File: src/sv/ogha_ram.sv
module ogha_ram #(
	parameter int WIDTH = 8,
	parameter int DEPTH = 16,
	localparam int ADDR_W = (DEPTH > 1) ? $clog2(DEPTH) : 1
) (
	input  logic              clk,
	input  logic              we,
	input  logic [ADDR_W-1:0] waddr,
	input  logic [WIDTH-1:0]  wdata,
	input  logic [ADDR_W-1:0] raddr,
	output logic [WIDTH-1:0]  rdata
);

	logic [WIDTH-1:0] mem_q [DEPTH];

	always_ff @(posedge clk) begin
		if (we) begin
			mem_q[waddr] <= wdata;
		end
		rdata <= mem_q[raddr];
	end

endmodule

File: config.mk
export PLATFORM = sky130hd
export DESIGN_NAME = ogha_ram
export DESIGN_NICKNAME = d
export VERILOG_FILES = /design/src/sv/ogha_ram.sv
export SDC_FILE = /design/constraint.sdc
export NUM_CORES = 1
export LEC_CHECK = 0
export BUFFER_PORTS_ARGS = -buffer_cell sky130_fd_sc_hd__buf_2
export CORE_MARGIN = 4
export CORE_UTILIZATION = 65
export CTS_CLUSTER_SIZE = 12
export DETAILED_ROUTE_END_ITERATION = 16
export PLACE_DENSITY = 0.94
export RECOVER_POWER = 50
export SLEW_MARGIN = 10
export SYNTH_ARGS = -nofsm -noshare
export SYNTH_HDL_FRONTEND = slang
export SYNTH_SLANG_ARGS = --single-unit
File: constraint.sdc
create_clock -name clk -period 3.05 [get_ports clk]
set_clock_uncertainty 0.05 [all_clocks]
set_input_delay 0.1525 -clock clk [delete_from_list [all_inputs] [get_ports clk]]
set_output_delay 0.1525 -clock clk [all_outputs]
set_load 0.02 [all_outputs]
==> summary.md <==
| Metric | Value |
|---|---|
| Largest net degree at the start of global routing | 33 |
| CP Class | in2reg |
| Post-synth top area cell | edfxtp_1 |
| CTS tree | yes |
| Crit path to | rdata[2] |
| Core ar. | 7727 um2 |
| Reg2reg path depth | 3 |
| Clk sink count | 136 |
| Area grow syn2layout | 16.50% |
| Number of port buffers | 25 |
| Status | finished clean |
| Final GP Congestion | 0.7839 |
| DRT Pass-1 Iters | 5 |
| Synth top area share | 74.67% |
| Upper clock frequency limit | 665.7 MHz |
| CTS Buffer Depth | 2 |
| Post-Synth Simple-Gate Area | 3.184% |
| Syn avg cell area | 22.48 um2 |
| Peak VDD IR | 0.0004964 V |
| Critical path data required time | 3.41 ns |
| Initial antenna violation count | 0 |
| Share of the yosys chip area belonging to registers | 77.78% |
| Synth top area cells | edfxtp_1 75%, mux4_2 7.9%, mux4_1 7.1% |
| Clk pin slew, worst setup/hold paths | 0.06 ns |
| Vias | 2590 |
| P per Cell Area | 710.0 nW/um2 |
| Vias in the first global route | 2646 |
| Initial DRC count | 344 |
| Routed wire length | 10680 um |
| Area share of fa/ha/maj cells after synthesis | 0% |
| WHS Path Cells | 2 |
| Pre-CTS setup slack | 1.005 ns |
| Die Ht | 96.99 um |
| Layout Cells excl Fill | 392 |
| R2R Setup Slk | 1.58 ns |
| Relative slew slack | 29.50% |
| Syn Nets | 247 |
| Worst r2r dst | rdata[7] |
| Post-synthesis mux area share | 15.02% |
| Number of diodes | 0 |
| Xor/xnor cell area share of the yosys netlist | 0% |
| CTS root buffer | clkbuf_8 |
| Post-synthesis cell count | 229 |
| Setup TNS | 0 ns |
| Drt wl/cell | 27.23 um |
| Yosys reg bits | 136 |
| Share of cells above drive strength 1 | 24.48% |
| Post-synth cell types | 19 |
| Critical R2R Launch | mem_q[11][7] |
| Largest family of logic cells by synthesized area | multiplexers |
| Core Rows | 32 |
| Tmin final | 1.502 ns |
| Fin. max-slew vios | 0 |
| Fraction of the cycle the final worst path needs | 49.25% |
| Die area | 9407 um2 |
| DRC viols | 0 |
| RSZ-0062 raised after global routing | no |
| Worst slew pin tran | 1.054 ns |
| # H-tree levels | 4 |
| Die Width | 96.99 um |
| Post-CTS Hold Fix Bufs | 8 |
| CP Launch Type | input pin |
| Hold Vio Cnt, Final | 0 |
| Pwr Total | 4.258 mW |
| Total gr overflow | 0 |
| Compound-Gate Fraction of Synth Area | 2.333% |
| Hold_ws | 0.05006 ns |
| Detailed placer's ending HPWL | 6216 um |
| Post-layout nets | 295 |
| Hold Path Class | in2reg |
| Via density | 6.607 |
| Synthesized cell area | 5147 um2 |
| Placed instance count | 352 |
| Post-CTS Setup Bufs | 0 |
| Top Ports | 26 |
| Synth Warn # | 0 |
| MaxCap Viol Count | 0 |
| DRT antenna net count | 0 |
| All-Layer GR Usage | 24.95% |
| Final setup fails | 0 |
| Worst Path Arrival | 1.86 ns |
| Setup crit start | raddr[0] |
| Crit path capture type | register |
| TritonCTS buffer count | 17 |
| Global-route wire length before repair | 16440 um |
| Worst-path fanout max | 21 |
| Clock latency on the worst-skew pair | 0.52 ns |
| P_leak | 2.002 nW |
| CTS-repair resized insts | 0 |
| Initial Utilization | 66.61% |
| PnR worst setup slack | 1.548 ns |
-- critical path, cell delays in order --
cell     delay, ns
buf_2         0.53
buf_4         0.30
mux4_1        0.56
a22oi_1       0.22
nand2_1       0.09
-- routing by layer --
layer	vias to the layer above	track usage [%]	routed length (um)
met5	-	0	0
met4	0	9.287	214
met3	19	7.354	993
met2	168	38.38	5358
met1	1332	34.49	4109
li1	1071	-	-
-- synthesized netlist by cell type --
cell type	count
or3b_2	1
nand3b_1	2
buf_4	1
and2_1	1
edfxtp_1	128
nor2b_1	1
and2b_1	1
nand3_1	1
clkdlybuf4s25_2	3
mux4_1	14
nand2_1	9
nand2b_1	2
buf_6	3
nor2_1	13
mux4_2	18
a22oi_1	16
dfxtp_1	8
buf_2	3
nor3_1	4
-- final cells by class --
type / instances / area [um2]
Clock buffer: 20 / 445.4
Clock inverter: 12 / 127.6
Fill cell: 373 / 1730
Multi-Input combinational cell: 83 / 1057
Sequential cell: 136 / 4004
Tap cell: 102 / 127.6
Timing Repair Buffer: 39 / 235.2
-- how the worst min path moves through the flow --
stage	start	to
2_1_floorplan	wdata[0]	mem_q[0][0]
3_3_place_gp	wdata[6]	mem_q[6][6]
3_5_place_dp	wdata[0]	mem_q[12][0]
4_1_cts	waddr[0]	mem_q[4][6]
5_1_grt	waddr[0]	mem_q[4][6]
6_report	waddr[0]	mem_q[4][6]
-- power breakdown --
group | switching, mW | internal, mW | total, mW
clock network | 0.744 | 1.20 | 1.94
logic | 0.125 | 0.0820 | 0.207
registers | 0.0147 | 2.09 | 2.11
-- through the flow --
| step | utilization, % | instance area (um2) |
|---|---|---|
| finish | 77.61 | 5997 |
| global route | 77.61 | 5997 |
| CTS | 77.80 | 6012 |
| detailed placement | 69.35 | 5359 |
| global placement | 69.35 | 5359 |
| floorplan | - | 5147 |
-- flip-flops by register name, indices dropped and copies added (netlist names) --
name   count
rdata      8
mem_q    128
-- kinds of logic (layout without fill, tap and decap cells) --
group / count (synthesis) / after routing
flops: 136 / 136
simple gates: 35 / 35
mux: 32 / 32
compound gates: 16 / 16
buf+inv: 10 / 71
-- layout by cell type, fill, tap and decap left out, drive strengths merged --
cell type	n
edfxtp	128
mux4	32
clkbuf	30
buf	21
a22oi	16
nor2	13
nand2	9
dlygate4sd3	8
dfxtp	8
clkinv	6
nor3	4
clkinvlp	4
nand3b	2
nand2b	2
bufinv	2
nor2b	1
and2	1
and2b	1
nand3	1
or3b	1
Power figures use the tool's default switching activity.
