==> src/sv/ogha_pkg.sv <==
package ogha_pkg;

	// grid size defaults
	localparam int GRID_ROWS_DEF = 500;
	localparam int GRID_COLS_DEF = 400;

	// configuration port
	localparam int CFG_W     = 16;
	localparam int CFG_IDX_W = 3;

	localparam logic [CFG_IDX_W-1:0] CFG_HEADING_COS     = 3'd0;
	localparam logic [CFG_IDX_W-1:0] CFG_HEADING_SIN     = 3'd1;
	localparam logic [CFG_IDX_W-1:0] CFG_VEHICLE_NORTH   = 3'd2;
	localparam logic [CFG_IDX_W-1:0] CFG_VEHICLE_EAST    = 3'd3;
	localparam logic [CFG_IDX_W-1:0] CFG_FORWARD_OFFSET  = 3'd4;
	localparam logic [CFG_IDX_W-1:0] CFG_CELLS_PER_METER = 3'd5;

	localparam logic signed [15:0] HEADING_COS_RST = 16'sd16384;
	localparam logic [15:0]        CPM_RST         = 16'd853;

	// vehicle area limits, 1/256 m
	localparam logic signed [15:0] VN_LIMIT = 16'sd19200;
	localparam logic signed [14:0] VE_LIMIT = 15'sd15360;

	// item fields
	localparam int RC_W    = 9;
	localparam int COUNT_W = 8;
	localparam int STAT_W  = 2;

	localparam logic CMD_ACCUM = 1'b0;
	localparam logic CMD_READ  = 1'b1;

	localparam logic [STAT_W-1:0] STAT_COUNTED   = 2'd0;
	localparam logic [STAT_W-1:0] STAT_SATURATED = 2'd1;
	localparam logic [STAT_W-1:0] STAT_OUTSIDE   = 2'd2;
	localparam logic [STAT_W-1:0] STAT_READ      = 2'd3;

	localparam logic [COUNT_W-1:0] COUNT_MAX = 8'd255;

	// datapath widths
	localparam int F_W         = 17;
	localparam int MUL_W       = 18;
	localparam int ROT_W       = 34;
	localparam int SPLIT       = 17;
	localparam int ACC_W       = 50;
	localparam int CELL_W      = 22;
	localparam int SCALE_SHIFT = 30;

	localparam logic signed [ACC_W-1:0] SCALE_BIAS =
		ACC_W'((64'sd1 <<< SCALE_SHIFT) - 64'sd1);
	localparam logic signed [MUL_W-1:0] MUL_POS_Q14 = 18'sd16384;
	localparam logic signed [MUL_W-1:0] MUL_ONE     = 18'sd1;

	// shared multiply-accumulate control
	typedef enum logic [1:0] {
		MAC_FIRST,
		MAC_ADD,
		MAC_SUB,
		MAC_SHADD
	} mac_kind_t;

	typedef struct packed {
		logic                     en;
		mac_kind_t                kind;
		logic signed [MUL_W-1:0]  a;
		logic signed [MUL_W-1:0]  b;
	} mac_op_t;

endpackage

==> src/sv/ogha_mac.sv <==
module ogha_mac (
	input  logic                                clk,
	input  logic                                arst_n,
	input  ogha_pkg::mac_op_t                   op,
	output logic signed [ogha_pkg::ACC_W-1:0]   acc
);

	localparam int PROD_W = 2 * ogha_pkg::MUL_W;

	logic                              en_s1;
	ogha_pkg::mac_kind_t               kind_s1;
	logic signed [PROD_W-1:0]          prod_s1;
	logic signed [ogha_pkg::ACC_W-1:0] prod_ext;
	logic signed [ogha_pkg::ACC_W-1:0] acc_nxt;
	logic signed [ogha_pkg::ACC_W-1:0] acc_q;

	always_ff @(posedge clk or negedge arst_n) begin
		if (!arst_n) begin
			en_s1 <= 1'b0;
		end else begin
			en_s1 <= op.en;
		end
	end

	// multiplier register, then accumulate
	always_ff @(posedge clk) begin
		if (op.en) begin
			prod_s1 <= op.a * op.b;
			kind_s1 <= op.kind;
		end
		if (en_s1) begin
			acc_q <= acc_nxt;
		end
	end

	always_comb begin
		prod_ext = {{(ogha_pkg::ACC_W - PROD_W){prod_s1[PROD_W-1]}}, prod_s1};
		unique case (kind_s1)
			ogha_pkg::MAC_FIRST: acc_nxt = prod_ext;
			ogha_pkg::MAC_ADD:   acc_nxt = acc_q + prod_ext;
			ogha_pkg::MAC_SUB:   acc_nxt = acc_q - prod_ext;
			ogha_pkg::MAC_SHADD: acc_nxt = (acc_q <<< ogha_pkg::SPLIT) + prod_ext;
			default:             acc_nxt = prod_ext;
		endcase
	end

	assign acc = acc_q;

endmodule
==> config.mk <==
export PLATFORM = sky130hd
export DESIGN_NAME = ogha_mac
export DESIGN_NICKNAME = d
export VERILOG_FILES = /design/src/sv/ogha_pkg.sv /design/src/sv/ogha_mac.sv
export SDC_FILE = /design/constraint.sdc
export NUM_CORES = 1
export LEC_CHECK = 0
export ABC_AREA = 1
export BUFFER_PORTS_ARGS = -buffer_cell sky130_fd_sc_hd__buf_2
export CAP_MARGIN = 20
export CORE_MARGIN = 3
export CORE_UTILIZATION = 55
export DETAILED_ROUTE_END_ITERATION = 10
export GPL_TIMING_DRIVEN = 0
export PLACE_DENSITY = 0.7
export REMOVE_ABC_BUFFERS = 1
export SLEW_MARGIN = 10
export SYNTH_ARGS = -nofsm -noshare
export SYNTH_HDL_FRONTEND = slang
export SYNTH_SLANG_ARGS = --single-unit
==> constraint.sdc <==
create_clock -name clk -period 4.6 [get_ports clk]
set_clock_uncertainty 0.2 [all_clocks]
set_input_delay 0.23 -clock clk [delete_from_list [all_inputs] [get_ports clk]]
set_output_delay 0.23 -clock clk [all_outputs]
set_load 0.05 [all_outputs]
==> reports/results.tsv, run 1 <==
metric	value	unit
slew_headroom	28.8	%
setup_tns	-9.45	ns
timing.final.crit_share	114	%
die_area	46400	µm²
synth_ff_type	edfxtp_1	
num_rows	76	
synth_common_cells	1093 x nand2_1, 948 x inv_1, 331 x fa_1	
async_reset_ff_share	1.12	%
cts_htree_levels	3	
via_count	22400	
antenna_found_initial	0	
yosysMostFrequentCell	nand2_1	
ys_warn_count	0	
hold_viol	0	
cp_num_buf_inv	7	
numCtsBuffers	9	
path_delay_family	adder cells	
synth_top_area_cell	fa_1	
synth_top_area_share	27.5	%
ys_seq_area_share	11.1	%
remaining_drc_errors	0	
clkLatencyLatePin	0.36	ns
synth_edf_count	88	
dieWidth	215	µm
min_path_type	input port to register	
grt_max_degree	40	
synth_seq_cells	89	
finalCriticalPeriod	5.24	ns
crit_fanout	12	
outcome	finished with violations	
start_kind	input port	
drive_gt1_share	14.6	%
num_io_pins	91	
via_per_inst	5.23	
initial_utilization	55.8	%
clock_path_buffers	2	
areaGrowthSynthToFinish	17.4	%
syn_area	24100	µm²
cts-root-buf	clkbuf_16	
finalMaxSlewViolations	0	
synth_area_per_cell	6.75	µm²
rsz0062_at_grt	true	
grt_usage	30.9	%
cts_tree	done	
setup_violations	24	
worstPathRequired	4.53	ns
violations	negative setup slack	
grt_pass1_vias	22300	
post-dp-hpwl	58.3	mm
wirelength	73.1	mm
tightest_slew	1.07	ns
drtIter0Drc	1647	
gp_congestion	0.974	
die_h	215	µm
fin_ws	-0.639	ns
cp-end-kind	register	
core	43200	µm²
clock-sinks	89	
clk_pin_slew	0.07	ns
synth_cell_types	52	
crit_slowest_cell	fa_1	
grt_pass1_wl	115	mm
wire_per_inst	17.1	µm
drtAntennaViolNets	0	
syn_inst	3571	
critPathMaxStageDelay	0.61	ns
fin_nets	4242	
crit_arrival	5.17	ns
port_buffers	90	
drtPass1Iterations	6	
worst-setup-path-type	input port to register	
cap_viol_max_count	0	
fmax	191	MHz
synth_area_leaders	fa_1 27%, nand2_1 17%, inv_1 15%	
grt.overflow.total	0	
==> path summary, 6_finish.rpt <==
path / slack [ns] / startpoint / cells past startpoint / end
max: -0.64 / op[5] / 25 / prod_s1[30]
min: 0.07 / op[18] / 3 / prod_s1[0]
max reg2reg: 0.26 / prod_s1[32] / 20 / acc[35]
min reg2reg: 0.47 / prod_s1[27] / 2 / acc[27]
max in group asynchronous: 3.58 / arst_n / 3 / en_s1
min in group asynchronous: 0.51 / arst_n / 3 / en_s1
==> area by class of cell <==
class	instances	area [µm²]
Tap cell	585	732
Antenna cell	1	2.50
Fill cell	3783	14900
Clock inverter	6	68.8
Timing Repair inverter	1	8.76
Inverter	961	3640
Sequential cell	89	2670
Multi-Input combinational cell	2431	18900
Timing Repair Buffer	199	2080
Clock buffer	10	229
==> kinds of logic after synthesis <==
logic type / count (synthesis) / share of synthesized area, %
AO/OA/AOI/OAI: 289 / 6.49
XOR/XNOR: 71 / 2.58
adder cells (fa/ha/maj): 509 / 36.7
buffers and inverters: 1051 / 16.4
flip-flops: 89 / 11.1
AND/OR/NAND/NOR: 1562 / 26.8
==> sequential cells by signal, summed over array words and instances, names as in the netlist <==
register  flops
en_s1         1
prod_s1      36
kind_s1       2
acc          50
==> timing repair <==
| item | in CTS | in global routing |
|---|---|---|
| gates cloned | 2 | 4 |
| hold buffers | 4 | 0 |
| hold endpoints to repair | 3 | 0 |
| setup buffers | 55 | 41 |
| setup endpoints to repair | 40 | 40 |
| pin swaps | 96 | 106 |
| resized for setup | 327 | 195 |
==> worst min-delay path, stage by stage <==
cell and delay (ns):
buf_6 0.17, nand2_1 0.07, inv_1 0.04
==> metal layers <==
metal / vias up / GRT usage (%) / routed length (µm)
met5: - / 0 / 0
met4: 0 / 11.9 / 3170
met3: 176 / 2.82 / 3960
met2: 691 / 54.4 / 36400
met1: 10700 / 39.5 / 29600
li1: 10900 / - / -
==> metrics by stage <==
step | area (µm²) | utilization [%] | worst slack, ns | std cells | hold WS (ns)
finish | 28300 | 65.5 | -0.639 | 4283 | 0.0727
global route | 28300 | 65.5 | -0.779 | 4282 | 0.0996
CTS | 27100 | 62.9 | -0.529 | 4237 | 0.0379
detailed placement | 25000 | 57.9 | -1.98 | 4160 | -0.193
global placement | 25000 | 57.8 | -1.90 | 4156 | -0.195
floorplan | 23800 | - | -0.856 | 3481 | -0.266
==> layout by cell type (no fill, tap or decap), types with 15 or more instances in the layout <==
master / Yosys / routed
a21oi_1: 139 / 105
a21oi_2: 0 / 20
buf_12: 0 / 16
buf_16: 0 / 16
buf_2: 3 / 54
buf_4: 0 / 80
buf_6: 0 / 19
edfxtp_1: 88 / 88
fa_1: 331 / 313
fa_2: 0 / 18
ha_1: 178 / 142
ha_4: 0 / 33
inv_1: 948 / 880
inv_2: 10 / 73
nand2_1: 1093 / 1030
nand2_2: 4 / 41
nand2_4: 0 / 22
nand3_1: 135 / 128
nand4_1: 37 / 37
nor2_1: 205 / 184
nor2_2: 16 / 26
nor2_4: 4 / 15
nor3_1: 27 / 23
o21ai_0: 92 / 76
xnor2_1: 18 / 18
xor2_1: 53 / 50
Power of run 1 is left out: the tool's default activity adds up to more than one toggle a clock period on the data nets, which glitch-free logic cannot reach.
==> inputs of run 2 (changes only) <==
Settings changed: ABC_AREA 1 to default, CAP_MARGIN 20 to 10, SKIP_CTS_REPAIR_TIMING from default to 1.
==> run 2 against run 1 <==
Against the previous run: the flow finishes with violations (negative hold slack, negative setup slack); fmax down 15%; synthesized area down 14%; highest routed layer unchanged; largest cell class unchanged; critical path depth down 3.
==> reports/results.tsv, run 2 <==
metric	value	unit
finalMaxSlewViolations	0	
drtPass1Iterations	6	
synth_area_leaders	fa_1 32%, edfxtp_1 13%, ha_1 11%	
port_buffers	90	
violations	negative hold slack, negative setup slack	
crit_fanout	18	
worst-setup-path-type	input port to register	
dieWidth	201	µm
mostFrequentLayoutCells	379 x inv_1, 320 x fa_1, 232 x nand2_1	
antenna_cells	0	
fill_cells	2949	
num_io_pins	91	
async_reset_ff_share	1.12	%
setup_violations	46	
num_rows	70	
antenna_found_initial	0	
final_common_cell	inv_1	
tightest_slew	1.13	ns
gp_congestion	0.942	
areaGrowthSynthToFinish	17.1	%
ys_warn_count	0	
worstPathRequired	4.50	ns
synth_ff_type	edfxtp_1	
seq_area	2670	µm²
largest_register_ffs	50	
slew_headroom	24.5	%
initial_utilization	56.3	%
clock-sinks	89	
synth_edf_count	88	
fin_nets	2991	
crit_chain	buf_8 > nand2_1 > fa_1 > fa_2 > fa_2 > fa_1 > inv_1 > fa_1 > inv_1 > fa_1 > inv_2 > ha_4 > and2_4 > a221o_1 > a221oi_4 > o211ai_2 > a311o_1 > nand2_2 > nor3_2 > or3_1 > a21oi_2 > xnor2_1	
crit_slowest_cell	fa_1	
synth_top_area_cell	fa_1	
grt_pass1_wl	86.4	mm
synth_seq_cells	89	
clkLatencyLatePin	0.35	ns
crit_arrival	6.06	ns
drtAntennaViolNets	0	
grt.overflow.total	0	
syn_area	20800	µm²
crit_path_frequent_cell	fa_1	
synth_top_area_share	31.8	%
synth_common_cells	404 x inv_1, 331 x fa_1, 243 x nand2_1	
cts_tree	done	
fin_ws	-1.56	ns
ys_seq_area_share	12.8	%
remaining_drc_errors	0	
holdWs	-0.00915	ns
finalCriticalPeriod	6.16	ns
via_per_inst	5.75	
timing.final.crit_share	134	%
outcome	finished with violations	
cap_viol_max_count	0	
via_count	17000	
start_kind	input port	
min_path_type	input port to async pin	
wire_per_inst	18.9	µm
cp-end-kind	register	
multiInputGateArea	17500	µm²
cts-root-buf	clkbuf_16	
core	37000	µm²
syn_inst	2327	
grt_pass1_vias	16800	
rsz0062_at_grt	true	
cts_htree_levels	3	
hold_viol	1	
clock_path_buffers	2	
grt_usage	26.0	%
numCtsBuffers	9	
clk_pin_slew	0.06	ns
yosysMostFrequentCell	inv_1	
synth_area_per_cell	8.94	µm²
die_area	40200	µm²
fmax	162	MHz
grt_max_degree	46	
critPathMaxStageDelay	0.61	ns
synth_cell_types	81	
die_h	201	µm
drive_gt1_share	17.6	%
drtIter0Drc	1309	
wirelength	55.7	mm
post-dp-hpwl	43.1	mm
run 2: per-layer routing:
metal	vias to the layer above	global-route usage [%]	wire, µm
met5	-	0	0
met4	0	6.68	1390
met3	104	1.88	3500
met2	662	43.3	26800
met1	8381	37.4	24000
li1	7804	-	-
run 2: final timing paths:
check	to	cells after the start	from	slack (ns)
max	prod_s1[34]	22	op[5]	-1.56
min	en_s1	2	arst_n	-0.009
max reg2reg	acc[49]	21	prod_s1[8]	-0.79
min reg2reg	acc[5]	2	prod_s1[5]	0.42
max in group asynchronous	en_s1	2	arst_n	4.11
min in group clk	prod_s1[1]	3	op[1]	0.19
run 2: cell type report:
cell class                      instances  area share (%)
Inverter                              404            6.27
Tap cell                              504            2.59
Multi-Input combinational cell       1745            71.6
Clock buffer                           10           0.939
Sequential cell                        89            10.9
Timing Repair Buffer                  192            7.45
Clock inverter                          4           0.190
run 2: critical path, delay by kind of cell:
| kind | cells | cell delay, ns |
|---|---|---|
| fa+ha+maj | 7 | 3.25 |
| compound gates | 5 | 1.40 |
| simple gates | 5 | 0.78 |
| buf+inv | 4 | 0.32 |
| xor+xnor | 1 | 0.07 |
run 2: logic make-up after synthesis:
logic type                 Yosys count  synth area share (%)
AOI/OAI and AO/OA                  441                  13.9
xor gates and xnor gates           136                  5.72
adders and majority gates          509                  42.5
buffers and inverters              493                  8.97
DFF                                 89                  12.8
muxes                                7                 0.343
and+or+nand+nor                    652                  15.7
run 2: stage by stage:
stage	area [µm²]	util [%]	TNS [ns]	setup WS, ns	instances
3_3_place_gp	21500	58.3	-64.90	-2.25	2832
2_1_floorplan	20500	-	-23.15	-1.62	2238
5_1_grt	24400	65.9	-38.83	-1.72	2948
6_report	24400	65.9	-31.65	-1.56	2948
3_5_place_dp	21600	58.4	-56.00	-2.30	2834
4_1_cts	21900	59.2	-47.16	-1.92	2848
Power of run 2 is left out for the same reason.
